`src/rtl/uer_pkg.sv`:
```
`timescale 1ns / 1ps
// ----------------------------------------------------------------------------
// uer_pkg: shared types and constants of the ultrasonic echo ranger
// Item layouts, event and outcome codes, controller commands and status.
// ----------------------------------------------------------------------------
package uer_pkg;

  // field widths
  localparam int STAMP_W = 32;
  localparam int RATE_W  = 27;
  localparam int LIMIT_W = 20;
  localparam int DIST_W  = 18;
  localparam int PULSE_W = 32;
  localparam int OUT_CNT_W = 32;
  localparam int CFG_IDX_W = 4;

  // multiplier and divider sizing
  localparam int MUL_B_W = 30;
  // ticks * 1e6 and pulse * distance reciprocal both stay below 2^52
  localparam int PROD_W  = 52;
  localparam int QUOT_W  = PULSE_W;
  localparam int DIST_SHIFT = 32;

  // arithmetic constants
  localparam logic [PULSE_W-1:0] MIN_PULSE_US = 32'd100;
  localparam logic [MUL_B_W-1:0] SOUND_NUM    = 30'd343;
  localparam logic [RATE_W-1:0]  SOUND_DEN    = 27'd2000;
  localparam logic [MUL_B_W-1:0] US_PER_S     = 30'd1000000;
  // 343 / 2000 scaled by 2^32 and rounded up, exact for pulses below 2^21
  localparam logic [MUL_B_W-1:0] DIST_RECIP   =
    MUL_B_W'(((64'(SOUND_NUM) << DIST_SHIFT) + 64'(SOUND_DEN) - 64'd1) / 64'(SOUND_DEN));

  // register reset values
  localparam logic [RATE_W-1:0]  RATE_RESET  = 27'd1000000;
  localparam logic [LIMIT_W-1:0] LIMIT_RESET = 20'd30000;

  // configuration register indexes
  localparam logic [CFG_IDX_W-1:0] CFG_TIMER_RATE = 4'd0;
  localparam logic [CFG_IDX_W-1:0] CFG_ECHO_LIMIT = 4'd1;

  // event kinds
  typedef enum logic [1:0] {
    REQ_ARM    = 2'd0,
    REQ_RISE   = 2'd1,
    REQ_FALL   = 2'd2,
    REQ_EXPIRE = 2'd3
  } req_kind_t;

  // measurement outcomes
  typedef enum logic [1:0] {
    ST_OK      = 2'd0,
    ST_TIMEOUT = 2'd1,
    ST_SHORT   = 2'd2
  } status_t;

  typedef struct packed {
    logic [1:0]         req_type;
    logic [STAMP_W-1:0] stamp;
  } req_item_t;

  typedef struct packed {
    status_t              status;
    logic                 reading_valid;
    logic [DIST_W-1:0]    range_mm;
    logic [PULSE_W-1:0]   pulse_us;
    logic [OUT_CNT_W-1:0] samples;
    logic [OUT_CNT_W-1:0] timeouts;
    logic [OUT_CNT_W-1:0] errors;
  } res_item_t;

  // controller states
  typedef enum logic [2:0] {
    S_IDLE,
    S_MUL_P,
    S_DIVST_P,
    S_DIV_P,
    S_MUL_D,
    S_SAVE_D,
    S_EMIT
  } ctrl_state_t;

  // commands from controller to datapath
  typedef struct packed {
    logic arm;
    logic rise;
    logic fall;
    logic expire;
    logic mul_pulse;
    logic mul_dist;
    logic div_start;
    logic pulse_save;
    logic dist_save;
    logic emit;
  } dp_cmd_t;

  // status from datapath to controller
  typedef struct packed {
    logic armed;
    logic rise_seen;
    logic div_busy;
    logic pulse_ok;
    logic out_free;
  } dp_stat_t;

endpackage

```
`src/rtl/ultrasonic_echo_ranger.sv`:
```
`timescale 1ns / 1ps
// ----------------------------------------------------------------------------
// ultrasonic_echo_ranger: echo pulse to distance converter
// Turns timestamped echo events into pulse width, outcome and distance.
// ----------------------------------------------------------------------------
// Arm, rise and ignored events are handled in the idle state. A wait expiry
// while armed goes to the emit state, which loads its result once the output
// register is free, and the next beat can follow after that. A falling edge
// that ends a measurement runs, for an ok reading, one multiply by 1e6, a
// divide by the timer rate (two quotient bits a cycle), then one multiply by
// a fixed scaled reciprocal for the distance. A too-short or timeout reading
// skips the distance step; a pulse that overflows 32 bits skips the divide
// iterations and saturates. Input is stalled until the current event has
// been finished; a finished result waits in the output register while the
// next event beat is taken, and a result still stalled there holds a new
// one back. Config writes are accepted at any time but must only be issued
// while the block is idle.
// ----------------------------------------------------------------------------
module ultrasonic_echo_ranger #(
  parameter int COUNT_BITS = 32
) (
  input  logic                          clk,
  input  logic                          rst,
  input  logic                          req_valid,
  output logic                          req_stall,
  input  uer_pkg::req_item_t            req_data,
  output logic                          res_valid,
  input  logic                          res_stall,
  output uer_pkg::res_item_t            res_data,
  input  logic                          cfg_valid,
  output logic                          cfg_ready,
  input  logic [uer_pkg::CFG_IDX_W-1:0] cfg_index,
  input  logic [uer_pkg::RATE_W-1:0]    cfg_data
);

  uer_pkg::dp_cmd_t  cmd;
  uer_pkg::dp_stat_t stat;

  // config writes always taken
  assign cfg_ready = 1'b1;

  uer_ctrl u_ctrl (
    .clk       (clk),
    .rst       (rst),
    .req_valid (req_valid),
    .req_type  (req_data.req_type),
    .req_stall (req_stall),
    .stat      (stat),
    .cmd       (cmd)
  );

  uer_dp #(
    .COUNT_BITS (COUNT_BITS)
  ) u_dp (
    .clk       (clk),
    .rst       (rst),
    .cmd       (cmd),
    .stat      (stat),
    .stamp     (req_data.stamp),
    .cfg_we    (cfg_valid && cfg_ready),
    .cfg_index (cfg_index),
    .cfg_data  (cfg_data),
    .res_valid (res_valid),
    .res_stall (res_stall),
    .res_data  (res_data)
  );

endmodule

```
`src/rtl/uer_div.sv`:
```
`timescale 1ns / 1ps
// ----------------------------------------------------------------------------
// uer_div: iterative unsigned divider
// Restoring division, two quotient bits per cycle, saturating quotient.
// ----------------------------------------------------------------------------
module uer_div (
  input  logic                        clk,
  input  logic                        rst,
  input  logic                        start,
  input  logic [uer_pkg::PROD_W-1:0]  dividend,
  input  logic [uer_pkg::RATE_W-1:0]  divisor,
  output logic                        busy,
  output logic                        sat,
  output logic [uer_pkg::QUOT_W-1:0]  quot
);

  localparam int HI_W   = uer_pkg::PROD_W - uer_pkg::QUOT_W;
  localparam int CYCLES = uer_pkg::QUOT_W / 2;
  localparam int CNT_W  = $clog2(CYCLES);
  localparam int R_W    = uer_pkg::RATE_W;

  logic [R_W-1:0]   rem;
  logic [R_W-1:0]   dvs;
  logic [CNT_W-1:0] count;

  logic [HI_W-1:0] hi;
  logic            sat_now;
  logic [R_W:0]    r1, r2, m1, m2;
  logic            ge1, ge2;

  // overflow check: high part not below divisor means quotient >= 2^32
  assign hi      = dividend[uer_pkg::PROD_W-1:uer_pkg::QUOT_W];
  assign sat_now = (R_W'(hi) >= divisor);

  // two restoring steps
  always_comb begin
    r1  = {rem, quot[uer_pkg::QUOT_W-1]};
    ge1 = (r1 >= {1'b0, dvs});
    m1  = ge1 ? (r1 - {1'b0, dvs}) : r1;
    r2  = {m1[R_W-1:0], quot[uer_pkg::QUOT_W-2]};
    ge2 = (r2 >= {1'b0, dvs});
    m2  = ge2 ? (r2 - {1'b0, dvs}) : r2;
  end

  // control
  always_ff @(posedge clk) begin
    if (rst) begin
      busy  <= 1'b0;
      sat   <= 1'b0;
      count <= '0;
    end else if (start) begin
      busy  <= !sat_now;
      sat   <= sat_now;
      count <= '0;
    end else if (busy) begin
      count <= count + 1'b1;
      if (count == CNT_W'(CYCLES - 1)) begin
        busy <= 1'b0;
      end
    end
  end

  // remainder and quotient shift register
  always_ff @(posedge clk) begin
    if (start) begin
      rem  <= sat_now ? '0 : R_W'(hi);
      quot <= dividend[uer_pkg::QUOT_W-1:0];
      dvs  <= divisor;
    end else if (busy) begin
      rem  <= m2[R_W-1:0];
      quot <= {quot[uer_pkg::QUOT_W-3:0], ge1, ge2};
    end
  end

endmodule

```
`src/rtl/uer_dp.sv`:
```
`timescale 1ns / 1ps
// ----------------------------------------------------------------------------
// uer_dp: echo ranger datapath
// Measurement state, config registers, shared multiplier and divider,
// totals and the result register.
// ----------------------------------------------------------------------------
module uer_dp #(
  parameter int COUNT_BITS = 32
) (
  input  logic                          clk,
  input  logic                          rst,
  input  uer_pkg::dp_cmd_t              cmd,
  output uer_pkg::dp_stat_t             stat,
  input  logic [uer_pkg::STAMP_W-1:0]   stamp,
  input  logic                          cfg_we,
  input  logic [uer_pkg::CFG_IDX_W-1:0] cfg_index,
  input  logic [uer_pkg::RATE_W-1:0]    cfg_data,
  output logic                          res_valid,
  input  logic                          res_stall,
  output uer_pkg::res_item_t            res_data
);

  logic [uer_pkg::RATE_W-1:0]  timer_rate;
  logic [uer_pkg::LIMIT_W-1:0] echo_limit;
  logic                        armed;
  logic                        rise_seen;
  logic [uer_pkg::STAMP_W-1:0] rise_stamp;
  logic [uer_pkg::STAMP_W-1:0] ticks;
  logic [uer_pkg::PROD_W-1:0]  prod;
  logic [uer_pkg::PULSE_W-1:0] pulse;
  uer_pkg::status_t            status_r;
  logic [uer_pkg::DIST_W-1:0]  last_distance;
  logic [COUNT_BITS-1:0]       sample_total;
  logic [COUNT_BITS-1:0]       timeout_total;
  logic [COUNT_BITS-1:0]       error_total;

  logic [uer_pkg::STAMP_W-1:0] mul_a;
  logic [uer_pkg::MUL_B_W-1:0] mul_b;
  logic [uer_pkg::STAMP_W+uer_pkg::MUL_B_W-1:0] mul_full;
  logic                        div_busy;
  logic                        div_sat;
  logic [uer_pkg::QUOT_W-1:0]  div_quot;
  logic [uer_pkg::PULSE_W-1:0] pulse_next;
  uer_pkg::status_t            status_next;
  logic [COUNT_BITS-1:0]       sample_next;
  logic [COUNT_BITS-1:0]       timeout_next;
  logic [COUNT_BITS-1:0]       error_next;
  logic                        out_free;

  // config registers
  always_ff @(posedge clk) begin
    if (rst) begin
      timer_rate <= uer_pkg::RATE_RESET;
      echo_limit <= uer_pkg::LIMIT_RESET;
    end else if (cfg_we) begin
      if (cfg_index == uer_pkg::CFG_TIMER_RATE) begin
        timer_rate <= cfg_data;
      end
      if (cfg_index == uer_pkg::CFG_ECHO_LIMIT) begin
        echo_limit <= cfg_data[uer_pkg::LIMIT_W-1:0];
      end
    end
  end

  // arm and rise flags
  always_ff @(posedge clk) begin
    if (rst) begin
      armed     <= 1'b0;
      rise_seen <= 1'b0;
    end else if (cmd.arm) begin
      armed     <= 1'b1;
      rise_seen <= 1'b0;
    end else if (cmd.rise) begin
      rise_seen <= 1'b1;
    end else if (cmd.fall || cmd.expire) begin
      armed     <= 1'b0;
      rise_seen <= 1'b0;
    end
  end

  // stamps and tick difference
  always_ff @(posedge clk) begin
    if (cmd.rise) begin
      rise_stamp <= stamp;
    end
    if (cmd.fall) begin
      ticks <= stamp - rise_stamp;
    end
  end

  // shared multiplier: ticks * 1e6 or pulse * scaled reciprocal of 2000 / 343
  assign mul_a    = cmd.mul_dist ? pulse : ticks;
  assign mul_b    = cmd.mul_dist ? uer_pkg::DIST_RECIP : uer_pkg::US_PER_S;
  assign mul_full = mul_a * mul_b;

  always_ff @(posedge clk) begin
    if (cmd.mul_pulse || cmd.mul_dist) begin
      prod <= mul_full[uer_pkg::PROD_W-1:0];
    end
  end

  // divider by the timer rate
  uer_div u_div (
    .clk      (clk),
    .rst      (rst),
    .start    (cmd.div_start),
    .dividend (prod),
    .divisor  (timer_rate),
    .busy     (div_busy),
    .sat      (div_sat),
    .quot     (div_quot)
  );

  // pulse width and outcome
  always_comb begin
    pulse_next = div_sat ? '1 : div_quot;
    if (pulse_next < uer_pkg::MIN_PULSE_US) begin
      status_next = uer_pkg::ST_SHORT;
    end else if (pulse_next > uer_pkg::PULSE_W'(echo_limit)) begin
      status_next = uer_pkg::ST_TIMEOUT;
    end else begin
      status_next = uer_pkg::ST_OK;
    end
  end

  always_ff @(posedge clk) begin
    if (cmd.expire) begin
      pulse    <= '0;
      status_r <= uer_pkg::ST_TIMEOUT;
    end else if (cmd.pulse_save) begin
      pulse    <= pulse_next;
      status_r <= status_next;
    end
  end

  // last good distance, upper part of pulse times the scaled reciprocal
  always_ff @(posedge clk) begin
    if (rst) begin
      last_distance <= '0;
    end else if (cmd.dist_save) begin
      last_distance <=
        prod[uer_pkg::DIST_SHIFT+uer_pkg::DIST_W-1:uer_pkg::DIST_SHIFT];
    end
  end

  // wrapping totals
  always_comb begin
    sample_next  = sample_total + 1'b1;
    timeout_next = timeout_total;
    error_next   = error_total;
    if (status_r == uer_pkg::ST_TIMEOUT) begin
      timeout_next = timeout_total + 1'b1;
    end
    if (status_r == uer_pkg::ST_SHORT) begin
      error_next = error_total + 1'b1;
    end
  end

  always_ff @(posedge clk) begin
    if (rst) begin
      sample_total  <= '0;
      timeout_total <= '0;
      error_total   <= '0;
    end else if (cmd.emit) begin
      sample_total  <= sample_next;
      timeout_total <= timeout_next;
      error_total   <= error_next;
    end
  end

  // result register
  assign out_free = !res_valid || !res_stall;

  always_ff @(posedge clk) begin
    if (rst) begin
      res_valid <= 1'b0;
    end else if (cmd.emit) begin
      res_valid <= 1'b1;
    end else if (!res_stall) begin
      res_valid <= 1'b0;
    end
  end

  always_ff @(posedge clk) begin
    if (cmd.emit) begin
      res_data.status        <= status_r;
      res_data.reading_valid <= (status_r == uer_pkg::ST_OK);
      res_data.range_mm      <= last_distance;
      res_data.pulse_us      <= pulse;
      res_data.samples       <= uer_pkg::OUT_CNT_W'(sample_next);
      res_data.timeouts      <= uer_pkg::OUT_CNT_W'(timeout_next);
      res_data.errors        <= uer_pkg::OUT_CNT_W'(error_next);
    end
  end

  // status to controller
  always_comb begin
    stat.armed     = armed;
    stat.rise_seen = rise_seen;
    stat.div_busy  = div_busy;
    stat.pulse_ok  = (status_next == uer_pkg::ST_OK);
    stat.out_free  = out_free;
  end

endmodule

```
`src/rtl/uer_ctrl.sv`:
```
`timescale 1ns / 1ps
// ----------------------------------------------------------------------------
// uer_ctrl: echo ranger controller
// Takes event beats and sequences the multiply, divide and result steps.
// ----------------------------------------------------------------------------
module uer_ctrl (
  input  logic              clk,
  input  logic              rst,
  input  logic              req_valid,
  input  logic [1:0]        req_type,
  output logic              req_stall,
  input  uer_pkg::dp_stat_t stat,
  output uer_pkg::dp_cmd_t  cmd
);

  uer_pkg::ctrl_state_t state;
  uer_pkg::ctrl_state_t state_next;

  // state register
  always_ff @(posedge clk) begin
    if (rst) begin
      state <= uer_pkg::S_IDLE;
    end else begin
      state <= state_next;
    end
  end

  // next state and commands
  always_comb begin
    state_next = state;
    cmd        = '0;
    req_stall  = (state != uer_pkg::S_IDLE);
    unique case (state)
      uer_pkg::S_IDLE: begin
        if (req_valid) begin
          unique case (req_type)
            uer_pkg::REQ_ARM: begin
              cmd.arm = 1'b1;
            end
            uer_pkg::REQ_RISE: begin
              cmd.rise = 1'b1;
            end
            uer_pkg::REQ_FALL: begin
              if (stat.armed && stat.rise_seen) begin
                cmd.fall   = 1'b1;
                state_next = uer_pkg::S_MUL_P;
              end
            end
            uer_pkg::REQ_EXPIRE: begin
              if (stat.armed) begin
                cmd.expire = 1'b1;
                state_next = uer_pkg::S_EMIT;
              end
            end
            default: begin
            end
          endcase
        end
      end
      uer_pkg::S_MUL_P: begin
        cmd.mul_pulse = 1'b1;
        state_next    = uer_pkg::S_DIVST_P;
      end
      uer_pkg::S_DIVST_P: begin
        cmd.div_start = 1'b1;
        state_next    = uer_pkg::S_DIV_P;
      end
      uer_pkg::S_DIV_P: begin
        if (!stat.div_busy) begin
          cmd.pulse_save = 1'b1;
          state_next     = stat.pulse_ok ? uer_pkg::S_MUL_D : uer_pkg::S_EMIT;
        end
      end
      uer_pkg::S_MUL_D: begin
        cmd.mul_dist = 1'b1;
        state_next   = uer_pkg::S_SAVE_D;
      end
      uer_pkg::S_SAVE_D: begin
        cmd.dist_save = 1'b1;
        state_next    = uer_pkg::S_EMIT;
      end
      uer_pkg::S_EMIT: begin
        if (stat.out_free) begin
          cmd.emit   = 1'b1;
          state_next = uer_pkg::S_IDLE;
        end
      end
      default: begin
        state_next = uer_pkg::S_IDLE;
      end
    endcase
  end

endmodule
```
`config.mk`:
```
export PLATFORM = sky130hd
export DESIGN_NAME = ultrasonic_echo_ranger
export DESIGN_NICKNAME = d
export VERILOG_FILES = /design/src/rtl/uer_pkg.sv /design/src/rtl/ultrasonic_echo_ranger.sv /design/src/rtl/uer_div.sv /design/src/rtl/uer_dp.sv /design/src/rtl/uer_ctrl.sv
export SDC_FILE = /design/constraint.sdc
export NUM_CORES = 2
export LEC_CHECK = 0
export BUFFER_PORTS_ARGS = -buffer_cell sky130_fd_sc_hd__buf_2
export CELL_PAD_IN_SITES_DETAIL_PLACEMENT = 1
export CELL_PAD_IN_SITES_GLOBAL_PLACEMENT = 2
export CORE_MARGIN = 4
export CORE_UTILIZATION = 40
export DETAILED_ROUTE_END_ITERATION = 6
export GPL_ROUTABILITY_DRIVEN = 0
export PLACE_DENSITY_LB_ADDON = 0.1
export SETUP_SLACK_MARGIN = 0.02
export SYNTH_ARGS = -nofsm -noshare
export SYNTH_HDL_FRONTEND = slang
export SYNTH_SLANG_ARGS = --single-unit
```
`constraint.sdc`:
```
create_clock -name clk -period 13.25 [get_ports clk]
set_input_delay 1.9875 -clock clk [delete_from_list [all_inputs] [get_ports clk]]
set_output_delay 1.9875 -clock clk [all_outputs]
set_load 0.02 [all_outputs]
```
==> summary.md <==
| Metric | Value |
|---|---|
| Largest net degree at the start of global routing | `124` |
| Syn Area/Cell | `10.0 um^2` |
| CTS Hold Bufs | `0` |
| Post-CTS setup buffers | `0` |
| Buf+Inv Stages, Crit Path | `4` |
| Hold crit path type | `reg -> reg` |
| Total global-route track usage | `22.7%` |
| Crit Path Max Fanout | `31` |
| Most used cell, CP | `fa_1` |
| WL final | `137,000 um` |
| Slowest cell on the critical path | `and2_2` |
| Die Footprint | `0.120 mm^2` |
| WP data arrival | `10.49 ns` |
| Chip width | `347 um` |
| Antenna violations before repair | `8` |
| Core Rows | `124` |
| Post-Syn Area | `0.0459 mm^2` |
| Worst EP required | `13.60 ns` |
| CTS Buffer Depth | `3` |
| Top cells by area, synth | `edfxtp_1 (23%), fa_1 (21%), ha_1 (13%), dfxtp_1 (9.0%), inv_1 (6.9%)` |
| Initial drt markers | `1,488` |
| CTS tree | `built` |
| Slew headroom | `30.7%` |
| Hold Violations, Final | `0` |
| H-tree depth | `3` |
| Crit path kind | `reg -> reg` |
| Max Cap Viol | `0` |
| Primary FF master, synth | `edfxtp_1` |
| Top Ports | `222` |
| Post-DP HPWL | `111,000 um` |
| CTS sink cnt | `556` |
| Simple-gate share of the synthesized area | `12.1%` |
| Routed vias | `32,300` |
| Outcome | `completed` |
| Post-synthesis compound-gate area fraction | `7.79%` |
| # fillers | `12,900` |
| Clk_lat worst skew | `0.65 ns` |
| Final max-slew violation count | `0` |
| # DRC | `0` |
| Register bit total from synthesis | `556` |
| Layout cell share with drive strength beyond 1 | `8.90%` |
| Final core occ | `44.8%` |
| Adder-Cell Fraction of Synth Area | `33.6%` |
| CTS Buf Count | `68` |
| Delay-heaviest family, CP | `adder cells` |
| Period minus WS final | `10.14 ns` |
| Setup TNS | `0 ns` |
| Footprint of the multi-input gates | `0.0278 mm^2` |
| Register-to-Register Setup Slack | `3.11 ns` |
| Die height | `347 um` |
| Clk pin slew, worst setup/hold paths | `0.06 ns` |
| Antenna Nets Post-Route | `0` |
| Number of global-route vias before repair | `34,800` |
| Synth unique cells | `85` |
| WL/cell | `21.3 um` |
| Sequential fraction of the synthesis area | `31.8%` |
| Pre-antenna DRT Iters | `5` |
| Avg Vias per Cell | `5.06` |
| Biggest area consumer among synthesized cells | `edfxtp_1` |
| Period utilization | `76.5%` |
| Sequential Area | `0.0146 mm^2` |
| Synthesis Warnings | `0` |
| Nets | `5,841` |
| Startpoint type of the worst setup path | `flip-flop` |
| Fmax | `98.6 MHz` |
| CP peak stage delay | `0.67 ns` |
| Initial Util | `40.2%` |
| Number of setup violations in the final report | `0` |
| Synthesis-to-layout area growth | `11.4%` |
| EDFF count, synth | `349` |
| Worst Tran Pin Value | `1.04 ns` |
| Syn Inst Count | `4,596` |
| Grt total ovfl | `0` |
| First-pass GRT wire length | `211,000 um` |
| Post-synth top area share | `22.8%` |
| Synth async-reset ratio | `0%` |
| Hold WS | `0.393 ns` |
| Clock root buffer | `clkbuf_16` |
| RSZ-0062 raised after global routing | `no` |
| Core area | `0.114 mm^2` |
| Post-CTS resize count | `0` |
| IO buf count | `220` |
| Mux cell area share after synthesis | `0.727%` |
| CP Capture Type | `flip-flop` |
| Layout Skew | `0.0500 ns` |
| Largest family of logic cells by synthesized area | `adder cells` |
| Post-Synth XOR/XNOR Area | `5.93%` |
-- area by class of cell --
| type | count | area share, % |
|---|---|---|
| Multi-Input combinational cell | 3102 | 54.4 |
| Sequential cell | 556 | 28.6 |
| Inverter | 844 | 6.21 |
| Tap cell | 1512 | 3.70 |
| Clock buffer | 93 | 3.67 |
| Timing Repair Buffer | 251 | 2.62 |
| Clock inverter | 32 | 0.861 |
| Antenna cell | 4 | 0.0196 |
-- cell families after synthesis --
group / Yosys count
flops: 556
simple gates: 1214
compound gates: 564
fa+ha+maj: 948
buf+inv: 969
xor+xnor: 311
other cells: 2
mux: 32
-- final timing paths --
check | end | depth (start not counted) | start
max reg2reg | u_dp.prod[50] | 26 | u_ctrl.state[1]
max | u_dp.prod[50] | 26 | u_ctrl.state[1]
min reg2reg | u_dp.res_data[136] | 0 | u_dp.last_distance[8]
min | u_dp.res_data[136] | 0 | u_dp.last_distance[8]
-- Yosys cell counts (13+ instances only) --
cell type / n
o21ai_0: 101
nor4_1: 16
nand2b_1: 17
and2_1: 14
xnor2_1: 169
ha_1: 471
nor2b_1: 17
edfxtp_1: 349
a21oi_1: 185
clkbuf_1: 106
a31oi_1: 13
a211oi_1: 15
dfxtp_1: 207
or2_2: 44
nand4_1: 38
nand3_1: 61
mux2i_1: 24
a21o_1: 68
o21a_1: 31
o2bb2ai_1: 17
and4_1: 14
nor2_1: 274
nor3_1: 81
fa_1: 477
or3_1: 42
and3_1: 56
inv_1: 842
o21ai_1: 23
xor2_1: 142
o21bai_1: 17
nand2_1: 510
-- worst register-to-register path, stage by stage, from the launching register on --
cell      delay (ns)
dfxtp_1         0.43
nor2_1          0.38
and2_2          0.67
buf_4           0.44
nand2_1         0.45
inv_1           0.56
ha_1            0.35
fa_1            0.51
inv_1           0.05
fa_1            0.43
fa_1            0.49
inv_1           0.06
fa_1            0.47
fa_1            0.52
fa_1            0.50
ha_1            0.31
ha_1            0.39
and4_1          0.26
and4_1          0.27
and4_1          0.24
nor3b_1         0.53
nor3_1          0.22
o31ai_1         0.53
a31oi_1         0.32
o221ai_1        0.24
a21oi_1         0.11
xnor2_1         0.14
-- state kept, by name, indices dropped and copies added, names as in the netlist, 27 cells and up --
register	count
u_dp.u_div.dvs	27
u_dp.rise_stamp	32
u_dp.ticks	32
u_dp.error_total	32
u_dp.u_div.rem	27
u_dp.u_div.quot	32
u_dp.sample_total	32
u_dp.timeout_total	32
u_dp.res_data	149
u_dp.prod	50
u_dp.timer_rate	27
u_dp.pulse	32
-- through the flow --
stage | setup slack (ns) | instances | cell area (um^2)
final | 3.11 | 6394 | 51200
after global routing | 2.66 | 6390 | 51200
after CTS | 3.13 | 6390 | 51200
after detailed placement | 3.18 | 6265 | 48800
after global placement | 3.32 | 6265 | 48800
after floorplan | 4.91 | 4627 | 46100
-- layout by cell type (no fill, tap or decap), types with 80 or more instances in the layout --
| cell type | n |
|---|---|
| nor2_1 | 272 |
| inv_1 | 841 |
| nor3_1 | 80 |
| ha_1 | 471 |
| nand2_1 | 508 |
| fa_1 | 477 |
| xnor2_1 | 169 |
| o21ai_0 | 101 |
| dfxtp_1 | 207 |
| xor2_1 | 142 |
| a21oi_1 | 184 |
| buf_2 | 219 |
| edfxtp_1 | 349 |
-- metal layers --
layer  track usage [%]  routed length [um]  vias up
met3              3.21                6530      147
met5                 0                  13        -
met2              37.3               63500      621
li1                  -                   -    15400
met1              32.1               63600    16200
met4              4.81                2860        2
Power is not shown: default switching activity piles up to over one toggle a cycle in this logic, so the estimate is an artifact.
